**src/sv/bcc_pkg.sv**
```systemverilog
// Shared types and constants for the button click classifier.
// Holds the item structs, phase enum, event/command codes and reset values.
// No dependencies.
`timescale 1ns / 1ps
`default_nettype none

package bcc_pkg;

  // Tick counter width and saturation value
  localparam int unsigned TickW = 16;
  localparam logic [TickW-1:0] TICK_MAX = {TickW{1'b1}};

  // Quiet time before a press is taken, in ticks
  localparam logic [TickW-1:0] IDLE_TICKS_DEFAULT = 16'd50;

  // Configuration register reset values
  localparam logic [TickW-1:0] DEBOUNCE_RESET = 16'd20;
  localparam logic [TickW-1:0] LONG_RESET     = 16'd800;
  localparam logic [TickW-1:0] DOUBLE_RESET   = 16'd300;

  // Configuration register indexes
  localparam logic [1:0] CFG_DEBOUNCE = 2'd0;
  localparam logic [1:0] CFG_LONG     = 2'd1;
  localparam logic [1:0] CFG_DOUBLE   = 2'd2;

  // Command codes
  localparam logic [1:0] CMD_TICK = 2'd0;
  localparam logic [1:0] CMD_READ = 2'd1;
  localparam logic [1:0] CMD_TEST = 2'd2;

  // Event codes
  localparam logic [1:0] EV_NONE   = 2'd0;
  localparam logic [1:0] EV_CLICK  = 2'd1;
  localparam logic [1:0] EV_DOUBLE = 2'd2;
  localparam logic [1:0] EV_LONG   = 2'd3;

  // Classifier phases
  typedef enum logic [2:0] {
    PH_WAIT,
    PH_DEBOUNCE,
    PH_CHECK,
    PH_DCHECK,
    PH_DHELD,
    PH_LHELD
  } phase_t;

  typedef struct packed {
    logic [1:0] command;
    logic       button_level;
    logic [1:0] query_event;
  } in_item_t;

  typedef struct packed {
    logic [1:0] event_code;
    logic       event_match;
  } out_item_t;

  typedef struct packed {
    logic [TickW-1:0] debounce_ticks;
    logic [TickW-1:0] long_ticks;
    logic [TickW-1:0] double_ticks;
  } cfg_t;

endpackage

`default_nettype wire

```
**src/sv/bcc_step.sv**
```systemverilog
// Classifier state (phase, tick count, pending event) and its per-item update.
// Depends on bcc_pkg.
`timescale 1ns / 1ps
`default_nettype none

module bcc_step #(
  parameter logic [bcc_pkg::TickW-1:0] IDLE_TICKS = bcc_pkg::IDLE_TICKS_DEFAULT
) (
  input  wire logic               clk,
  input  wire logic               rst,
  input  wire logic               advance,
  input  wire bcc_pkg::in_item_t  item,
  input  wire bcc_pkg::cfg_t      cfg,
  output bcc_pkg::out_item_t      result
);
  import bcc_pkg::*;

  phase_t           phase, phase_next;
  logic [TickW-1:0] ticks, ticks_next;
  logic [1:0]       pending, pending_next;
  logic [1:0]       event_tick;
  logic             pressed;
  logic             done_idle, done_deb, done_long, done_dbl;

  assign pressed   = item.button_level;
  assign done_idle = (ticks >= IDLE_TICKS);
  assign done_deb  = (ticks >= cfg.debounce_ticks);
  assign done_long = (ticks >= cfg.long_ticks);
  assign done_dbl  = (ticks >= cfg.double_ticks);

  // Next phase and event raised by a tick
  always_comb begin
    phase_next = phase;
    event_tick = pending;
    unique case (phase)
      PH_DEBOUNCE: begin
        // timeout wins over release
        if (done_deb) begin
          phase_next = PH_CHECK;
        end else if (!pressed) begin
          phase_next = PH_WAIT;
        end
      end
      PH_CHECK: begin
        if (done_long) begin
          phase_next = PH_LHELD;
          event_tick = EV_LONG;
        end else if (!pressed) begin
          phase_next = PH_DCHECK;
        end
      end
      PH_DCHECK: begin
        if (done_dbl) begin
          phase_next = PH_WAIT;
          event_tick = EV_CLICK;
        end else if (pressed) begin
          phase_next = PH_DHELD;
          event_tick = EV_DOUBLE;
        end
      end
      PH_DHELD, PH_LHELD: begin
        if (!pressed) phase_next = PH_WAIT;
      end
      default: begin
        // wait, and unused encodings fall back to it
        phase_next = (done_idle && pressed) ? PH_DEBOUNCE : PH_WAIT;
      end
    endcase
  end

  // Tick count: cleared on phase change, else saturating increment
  always_comb begin
    if (phase_next != phase) begin
      ticks_next = '0;
    end else if (ticks != TICK_MAX) begin
      ticks_next = ticks + 1'b1;
    end else begin
      ticks_next = ticks;
    end
  end

  // Result and pending event per command
  always_comb begin
    result.event_code  = pending;
    result.event_match = 1'b0;
    pending_next       = pending;
    unique case (item.command)
      CMD_TICK: begin
        result.event_code = event_tick;
        pending_next      = event_tick;
      end
      CMD_READ: begin
        pending_next = EV_NONE;
      end
      CMD_TEST: begin
        if (item.query_event == pending) begin
          result.event_match = 1'b1;
          pending_next       = EV_NONE;
        end
      end
      default: begin
        // unused command: report only
      end
    endcase
  end

  // State registers
  always_ff @(posedge clk) begin
    if (rst) begin
      phase   <= PH_WAIT;
      ticks   <= '0;
      pending <= EV_NONE;
    end else if (advance) begin
      if (item.command == CMD_TICK) begin
        phase <= phase_next;
        ticks <= ticks_next;
      end
      pending <= pending_next;
    end
  end

  // A match only reports the queried code
  a_match_code: assert property (@(posedge clk) disable iff (rst)
    advance && result.event_match |-> result.event_code == item.query_event)
    else $error("match reported for a different event code");

  // Non-tick commands leave the phase and tick count alone
  a_read_no_phase: assert property (@(posedge clk) disable iff (rst)
    advance && item.command != CMD_TICK |=> $stable(phase) && $stable(ticks))
    else $error("read command moved the phase");

  // Read clears the pending event
  a_read_clears: assert property (@(posedge clk) disable iff (rst)
    advance && item.command == CMD_READ |=> pending == EV_NONE)
    else $error("read did not clear the pending event");

  // Phase change restarts the tick count
  a_phase_restart: assert property (@(posedge clk) disable iff (rst)
    advance && item.command == CMD_TICK && phase_next != phase |=> ticks == '0)
    else $error("tick count not cleared on phase change");

endmodule

`default_nettype wire

```
**src/sv/button_click_classifier_core.sv**
```systemverilog
// Top level of the button click classifier: config registers, input and result registers.
// Depends on bcc_pkg and bcc_step.
//
//  channel | direction | handshake          | payload
//  --------+-----------+--------------------+-----------------------------
//  in      | in        | in_valid/in_stall  | in_item  (bcc_pkg::in_item_t)
//  out     | out       | out_valid/out_stall| out_item (bcc_pkg::out_item_t)
//  cfg     | in        | cfg_write          | cfg_index, cfg_data
//
// One item per cycle while out_stall is low; an item lands in the input register,
// is classified against the state and written to the result register, which
// sets out_valid.
// rst is synchronous: phase to wait, tick count and pending event to zero,
// config registers to 20/800/300, both pipeline registers empty.
// A stalled result holds the result register; the input register keeps
// accepting until it is full, then in_stall follows out_stall.
`timescale 1ns / 1ps
`default_nettype none

module button_click_classifier_core #(
  parameter logic [bcc_pkg::TickW-1:0] IDLE_TICKS = bcc_pkg::IDLE_TICKS_DEFAULT
) (
  input  wire logic                      clk,
  input  wire logic                      rst,
  input  wire logic                      in_valid,
  output logic                           in_stall,
  input  wire bcc_pkg::in_item_t         in_item,
  output logic                           out_valid,
  input  wire logic                      out_stall,
  output bcc_pkg::out_item_t             out_item,
  input  wire logic                      cfg_write,
  input  wire logic [1:0]                cfg_index,
  input  wire logic [bcc_pkg::TickW-1:0] cfg_data
);
  import bcc_pkg::*;

  cfg_t      cfg;
  logic      s1_valid;
  in_item_t  s1_item;
  logic      s1_adv;
  logic      in_take;
  out_item_t step_result;

  // Handshake: stage 1 moves on when the result register is free or draining
  assign s1_adv   = s1_valid && (!out_valid || !out_stall);
  assign in_stall = s1_valid && !s1_adv;
  assign in_take  = in_valid && !in_stall;

  // Configuration registers
  always_ff @(posedge clk) begin
    if (rst) begin
      cfg.debounce_ticks <= DEBOUNCE_RESET;
      cfg.long_ticks     <= LONG_RESET;
      cfg.double_ticks   <= DOUBLE_RESET;
    end else if (cfg_write) begin
      unique case (cfg_index)
        CFG_DEBOUNCE: cfg.debounce_ticks <= cfg_data;
        CFG_LONG:     cfg.long_ticks     <= cfg_data;
        CFG_DOUBLE:   cfg.double_ticks   <= cfg_data;
        default: begin
          // unused index: ignored
        end
      endcase
    end
  end

  // Input register
  always_ff @(posedge clk) begin
    if (rst) begin
      s1_valid <= 1'b0;
    end else if (in_take) begin
      s1_valid <= 1'b1;
    end else if (s1_adv) begin
      s1_valid <= 1'b0;
    end
  end

  always_ff @(posedge clk) begin
    if (in_take) s1_item <= in_item;
  end

  bcc_step #(
    .IDLE_TICKS(IDLE_TICKS)
  ) u_step (
    .clk    (clk),
    .rst    (rst),
    .advance(s1_adv),
    .item   (s1_item),
    .cfg    (cfg),
    .result (step_result)
  );

  // Result register
  always_ff @(posedge clk) begin
    if (rst) begin
      out_valid <= 1'b0;
    end else if (s1_adv) begin
      out_valid <= 1'b1;
    end else if (!out_stall) begin
      out_valid <= 1'b0;
    end
  end

  always_ff @(posedge clk) begin
    if (s1_adv) out_item <= step_result;
  end

  // Every item classified shows up as a result next cycle
  a_adv_out: assert property (@(posedge clk) disable iff (rst)
    s1_adv |=> out_valid)
    else $error("classified item missing from result register");

  // Input side only stalls while a result is held back
  a_stall_cause: assert property (@(posedge clk) disable iff (rst)
    in_stall |-> out_valid && out_stall && s1_valid)
    else $error("input stalled without a blocked result");

  // A held item is not lost when the result register is blocked
  a_s1_hold: assert property (@(posedge clk) disable iff (rst)
    s1_valid && out_valid && out_stall |=> s1_valid)
    else $error("pending item dropped while output blocked");

endmodule

`default_nettype wire
```
**config.mk**
```make
export PLATFORM = sky130hd
export DESIGN_NAME = button_click_classifier_core
export DESIGN_NICKNAME = d
export VERILOG_FILES = /design/src/sv/bcc_pkg.sv /design/src/sv/bcc_step.sv /design/src/sv/button_click_classifier_core.sv
export SDC_FILE = /design/constraint.sdc
export NUM_CORES = 1
export LEC_CHECK = 0
export BUFFER_PORTS_ARGS = -buffer_cell sky130_fd_sc_hd__buf_2
export CORE_UTILIZATION = 63
export CTS_BUF_LIST = sky130_fd_sc_hd__clkbuf_8
export DETAILED_ROUTE_END_ITERATION = 6
export MAX_ROUTING_LAYER = met4
export PLACE_DENSITY = 0.92
export SLEW_MARGIN = 5
export SYNTH_ARGS = -nofsm -noshare
export SYNTH_HDL_FRONTEND = slang
export SYNTH_SLANG_ARGS = --single-unit
```
**constraint.sdc**
```tcl
create_clock -name clk -period 3.35 [get_ports clk]
set_clock_uncertainty 0.15 [all_clocks]
set_input_delay 0.67 -clock clk [delete_from_list [all_inputs] [get_ports clk]]
set_output_delay 0.67 -clock clk [all_outputs]
set_load 0.005 [all_outputs]
```
* Word level (Yosys, flattened, before mapping)
Index checks and enable logic that the tools add are counted.
Cells by class: add/subtract/negate cells 1, magnitude comparators 4, eq/ne operators 14, multiplexer cells 22, reduce and logical (&&, ||, !) cells 21
Operators with widths (count):
- greater-or-equal comparator 16 bit | 3
- two-way mux 16 bit | 2
- two-way mux 3 bit | 6
- adder 16 x 1 -> 16 bit, second input constant | 1
- greater-or-equal comparator 16 x 6 -> 1 bit, second input constant | 1
- inequality test 16 bit, second input constant | 1
- case mux 3 bit (4 select lines) | 1
- two-way mux 2 bit | 5
- AND reduction 2 bit | 4
- equality test 3 x 2 -> 1 bit, second input constant | 2
- equality test 3 bit, second input constant | 2
- two-way mux 1 bit | 6
- case mux 2 bit (3 select lines) | 1
- AND reduction 3 bit | 2
- equality test 2 x 1 -> 1 bit, second input constant | 2
- equality test 2 bit, second input constant | 2
- logical AND 1 bit | 4
- logical NOT 1 bit | 4
- logical NOT 2 bit | 2
- inequality test 2 x 1 -> 1 bit, second input constant | 2
- case mux 2 bit (2 select lines) | 1
- nonzero test 2 bit | 2
- equality test 3 x 1 -> 1 bit, second input constant | 1
- inequality test 3 bit | 1
- other kinds (4) | 4
Word-level totals: register bits 79, output and inout bits 5, logic and storage cells 75

* Depth between registers and ports, before layout
word-level depth 8, depth in mapped cells 11

* Cells and area by module
Synthesis repeated with hierarchy kept, for this count alone.
Unflattened totals: cell total of the unflattened synthesis 552, area, all modules 4875.9 µm²
Modules (own cells, without submodules):
- bcc_step | times used 1, cells an instance 348, area each 2593.7 µm², seq. area each 420.4 µm²
- button_click_classifier_core | times used 1, cells an instance 204, area each 2282.2 µm², seq. area each 1241.2 µm²

* Worst setup path before layout
No wires, ideal clock.
path kind register to register, start register u_step.ticks[0], end register u_step.ticks[6], arrival 2.259 ns, data required time 3.067 ns, slack 0.809 ns, stages on the path, launching flop included 12, path buffers 2, clock period less this slack 2.541 ns, cell sequence dfxtp_1 > inv_1 > ha_1 > nand2b_4 > a2111oi_2 > nand4b_2 > a31oi_1 > o311a_1 > buf_6 > buf_6 > o2111ai_1 > a31oi_1
On the way: cells in the longest elaborated chain, start to end 7, elaborated cells on any way between the ends 17, those cells by class add/sub (1); order compare (4); eq/ne (2); mux (7); reduce/logical (3)
Ends and longest elaborated chain:
- from (decl) | line bcc_step.sv:19 | logic [TickW-1:0] ticks, ticks_next;
- from (signal assigned) | line bcc_step.sv:116 | ticks <= ticks_next;
- greater-or-equal comparator 16 x 6 -> 1 bit | line bcc_step.sv:26 | assign done_idle = (ticks >= IDLE_TICKS);
- logical AND 1 bit | line bcc_step.sv:66 | phase_next = (done_idle && pressed) ? PH_DEBOUNCE : PH_WAIT;
- two-way mux 1 bit | line bcc_step.sv:66
- case mux 3 bit (4 select lines) | line bcc_step.sv:35 | unique case (phase)
- inequality test 3 bit | line bcc_step.sv:73 | if (phase_next != phase) begin
- nonzero test 2 bit (no line)
- AND reduction 3 bit (no line)
Several ways; a longest one is shown, not always the timed one. The select of a mux whose other input is x is not followed. A chain may end at the register's enable or synchronous reset.

* Worst setup path in the final report
start register u_step.ticks[9], end register u_step.ticks[13]
Same word-level chain as after synthesis.

==> impl.org <==
** Worst setup path
- The critical path goes through ha_1 -> a21oi_1 -> o21ai_0 -> a221oi_1 -> a31o_2 -> o311a_1 -> nand2_2 -> a221oi_2.
- Count of buffer and inverter cells on the critical path :: 0
- STA classifies the critical path startpoint as a register.
- The largest individual stage delay along the critical path comes from the cell sky130_fd_sc_hd__o311a_1.
- CP arrival :: roughly 3200 ps
- Crit path required time :: 3470 ps
- Nature of the critical path endpoint :: register
- The kind of cell with the highest combined delay along the critical path is compound AO/OA/AOI/OAI gates.
- Of all nets on the critical path, the largest fanout is 18.
- Worst Path Class, Setup :: reg -> reg
- Maximum single-stage delay on the critical path :: 600 ps

** Routing
- The routed layout has 4500 vias.
- After detailed routing, the number of remaining DRC violations is 0.
- Using the TritonRoute via totals, the vias-per-cell ratio works out to 6.207.
- Average wire length per cell after detail routing :: roughly 16 µm
- Number of DRC violations after detailed-routing iteration 0 :: roughly 450
- The pre-antenna-repair detailed-routing pass consisted of 5 iterations.
- The detail route stage leaves a number of antenna-violating nets equal to 0.
- Detailed Route WL :: 11.90 mm

** Synth
- Dominant register cell in the synthesized netlist :: sky130_fd_sc_hd__dfxtp_1
- Fraction of synthesis flops using an asynchronous set or reset pin :: 0
- Mux cell area share after synthesis :: 0.008397
- Synthesis warning total :: 0
- Netlist Area Pre-Place :: 4768 µm²
- Of the total synthesized cell area, the portion taken by full adders, half adders and majority gates is 0.1391.
- Syn_nets :: around 680
- Of the synthesized area, sequential elements account for 0.3485.
- Average cell area after synthesis :: 7.921 µm²
- The synthesized design contains 79 register bits.
- Of the total synthesized cell area, the portion taken by AND, OR, NAND and NOR gates is 0.2396.
- Of the total synthesized cell area, the portion taken by XOR and XNOR cells is 0.003674.
- After synthesis, the largest family of logic cells by area is simple AND/OR/NAND/NOR gates.
- Yosys mapped a number of flops with a built-in enable equal to 8.
- The share of the synthesized area in compound gates (AO/OA/AOI/OAI) came to 0.1884.
- Synthesis produced roughly 600 cells.
- Yosys mapped the design onto slightly below 60 distinct sky130hd cell types.

** Layout
- Fillers :: about 600
- The finished cells cover between 5000 and 6000 µm².
- The number of antenna diodes in the final layout is 0.
- After the last flow step, the layout net total stands at between 700 and 800.
- In the final layout, the share of cells above drive strength 1 is 0.1022.
- Commonest cells after routing, fill and taps aside :: sky130_fd_sc_hd__nand2_1 (121), sky130_fd_sc_hd__dfxtp_1 (71), sky130_fd_sc_hd__a21oi_1 (65), sky130_fd_sc_hd__inv_1 (59), sky130_fd_sc_hd__ha_1 (53)
- The area growth from synthesis to layout is 7.557%.
- Reg area :: ~1700 µm²
- Multi-input gate area in the final layout :: around 2800 µm²
- Most common library cell in the layout ignoring fill and taps :: sky130_fd_sc_hd__nand2_1

** STA
- Setup violations remaining at the end of the flow were counted as 0.
- Of the available clock period, the critical path in the final layout requires 0.9250.
- Headroom to the max-slew limit came out at 0.5092.
- Setup repair after global routing missed its margin :: no
- Final number of hold-violating endpoints :: 0
- Final Slew Violations :: 0
- For the pin with the worst max-slew slack, the measured transition is around 740 ps.
- Time the worst path needs with I/O delays and setup :: between 3000 and 4000 ps
- Final setup TNS :: 0 ps
- Max frequency :: about 320 MHz

** Clock tree
- TritonCTS clock tree :: built
- Hold repair after CTS inserted 0 buffers.
- The later pin in the worst-skew pair is clocked with a latency of about 360 ps.
- Counting every sink on the clock net gives slightly below 80.
- H-tree depth :: 3
- The tree is rooted in a sky130_fd_sc_hd__clkbuf_8.
- Cells resized by post-CTS repair :: 0
- Num CTS Buffers :: 9
- Post-CTS repair timing setup buffer count :: 0
- Clock-pin slew was measured on the worst setup and hold paths at about 80 ps.
- Bufs on Longest Clock Path :: 2

** Job
- Reported max-cap violation count :: 0

** Floorplanning
- From bottom edge to top edge, the die measures 89 µm.
- The initialized floorplan defines 31 standard-cell rows.
- Number of top-level design ports :: 33
- For this configuration, the core starts out at a cell density of 0.6539.
- Die outline area :: just under 8000 µm²
- Core region area :: about 7300 µm²
- The die is a little under 90 µm wide.

** Global routing
- GRT Residual Overflow :: 0
- Entering global routing, the biggest net connects 39 pins.
- For this run, the total global-route usage over all layers was measured as 0.3292.
- Global-route wire length before repair :: ~19 mm
- The via count of the first global-routing pass came to 4134.
- The initial antenna violation count was 0.

** Pwr
- For this design the ratio of total power to cell area is 360.1 nW/µm².
- Static Leakage :: roughly 2.1 nW
- IR analysis of the VDD net gives a maximum drop of 0.3033 mV.

** Placement
- Buffers placed on the I/O ports in this run total 32.
- After detailed placement, the total cell area comes to 4956 µm².
- The congestion estimate from routability-driven global placement came to around 0.97.
- Post-detailed-placement half-perimeter wirelength :: 8.723 mm

** Hold path
- Worst hold-check path type :: reg -> reg

** Outcome
- Outcome :: completed
layer usage:
layer	global-route usage	vias up	part of all wire	wire, µm
met5	-	-	0	0
met4	0.1472	0	0.031	363
met3	0.06002	46	0.073	863
met2	0.5182	219	0.48	5670
met1	0.4138	2091	0.42	4999
li1	-	2144	-	-
power breakdown:
group	switching [mW]	total, mW	leakage [nW]	internal [mW]
Sequential	0.0200	1.00	0.654	0.984
Combinational	0.124	0.194	1.31	0.0705
Clock	0.363	0.649	0.0956	0.286
area by class of cell:
type                       instances  area share
inverter                          57     0.04172
sequential                        79      0.3240
clock buffer                      10     0.02684
clock inverter                     6    0.006831
multi-input combinational        438      0.5394
timing repair buffer              36     0.03708
tap                               99     0.02415
metrics by stage:
stage	util	worst slack [ps]	power, mW	cells	hold slack [ps]
finish	0.7033	251.1	1.847	725	308.9
global route	0.7033	65.06	1.905	725	325.1
CTS	0.7033	322.7	1.839	725	308.0
detailed placement	0.6797	337.2	1.214	709	297.5
global placement	0.6797	479.6	1.203	709	293.4
floorplan	-	808.6	1.151	602	286.3
kinds of logic after synthesis:
family | Yosys count
XOR/XNOR | 2
AO/OA/AOI/OAI | 139
adder cells (fa/ha/maj) | 53
buffers and inverters | 85
flip-flops | 79
AND/OR/NAND/NOR | 240
multiplexers | 4
registers in the layout, summed over array words and instances, names as in the netlist:
| signal | cells |
|---|---|
| u_step.pending | 2 |
| u_step.phase | 3 |
| s1_valid | 1 |
| s1_item | 5 |
| out_item | 3 |
| cfg | 48 |
| out_valid | 1 |
| u_step.ticks | 16 |
synth_stat cells, drive strengths merged (5+ instances only):
cell / n / share of area
and3: 9 / 0.012
dfxtp: 71 / 0.30
ha: 53 / 0.14
edfxtp: 8 / 0.050
buf: 6 / 0.010
nand3b: 6 / 0.0094
nor4: 7 / 0.0092
a211oi: 6 / 0.0094
clkbuf: 22 / 0.018
nand2b: 5 / 0.0081
inv: 57 / 0.045
nor3: 16 / 0.018
a21oi: 65 / 0.068
nand2: 122 / 0.097
nor2: 27 / 0.021
nand4: 11 / 0.014
o21ai: 17 / 0.018
a211o: 11 / 0.020
nand3: 19 / 0.020
a31oi: 12 / 0.016
worst paths after layout:
path | from | end | slack, ps | cells after the start
max | u_step.ticks[9] | u_step.ticks[13] | 250 | 8
min | cfg[26] | cfg[26] | 310 | 2
max reg2reg | u_step.ticks[9] | u_step.ticks[13] | 250 | 8
min reg2reg | cfg[26] | cfg[26] | 310 | 2
tightest hold or removal path, delay by kind of cell, from the launching register on:
kind	cells	cell delay, ps
flops	1	310
simple gates	1	50
compound gates	1	50
Note: power is estimated with default switching activity, not from simulation.
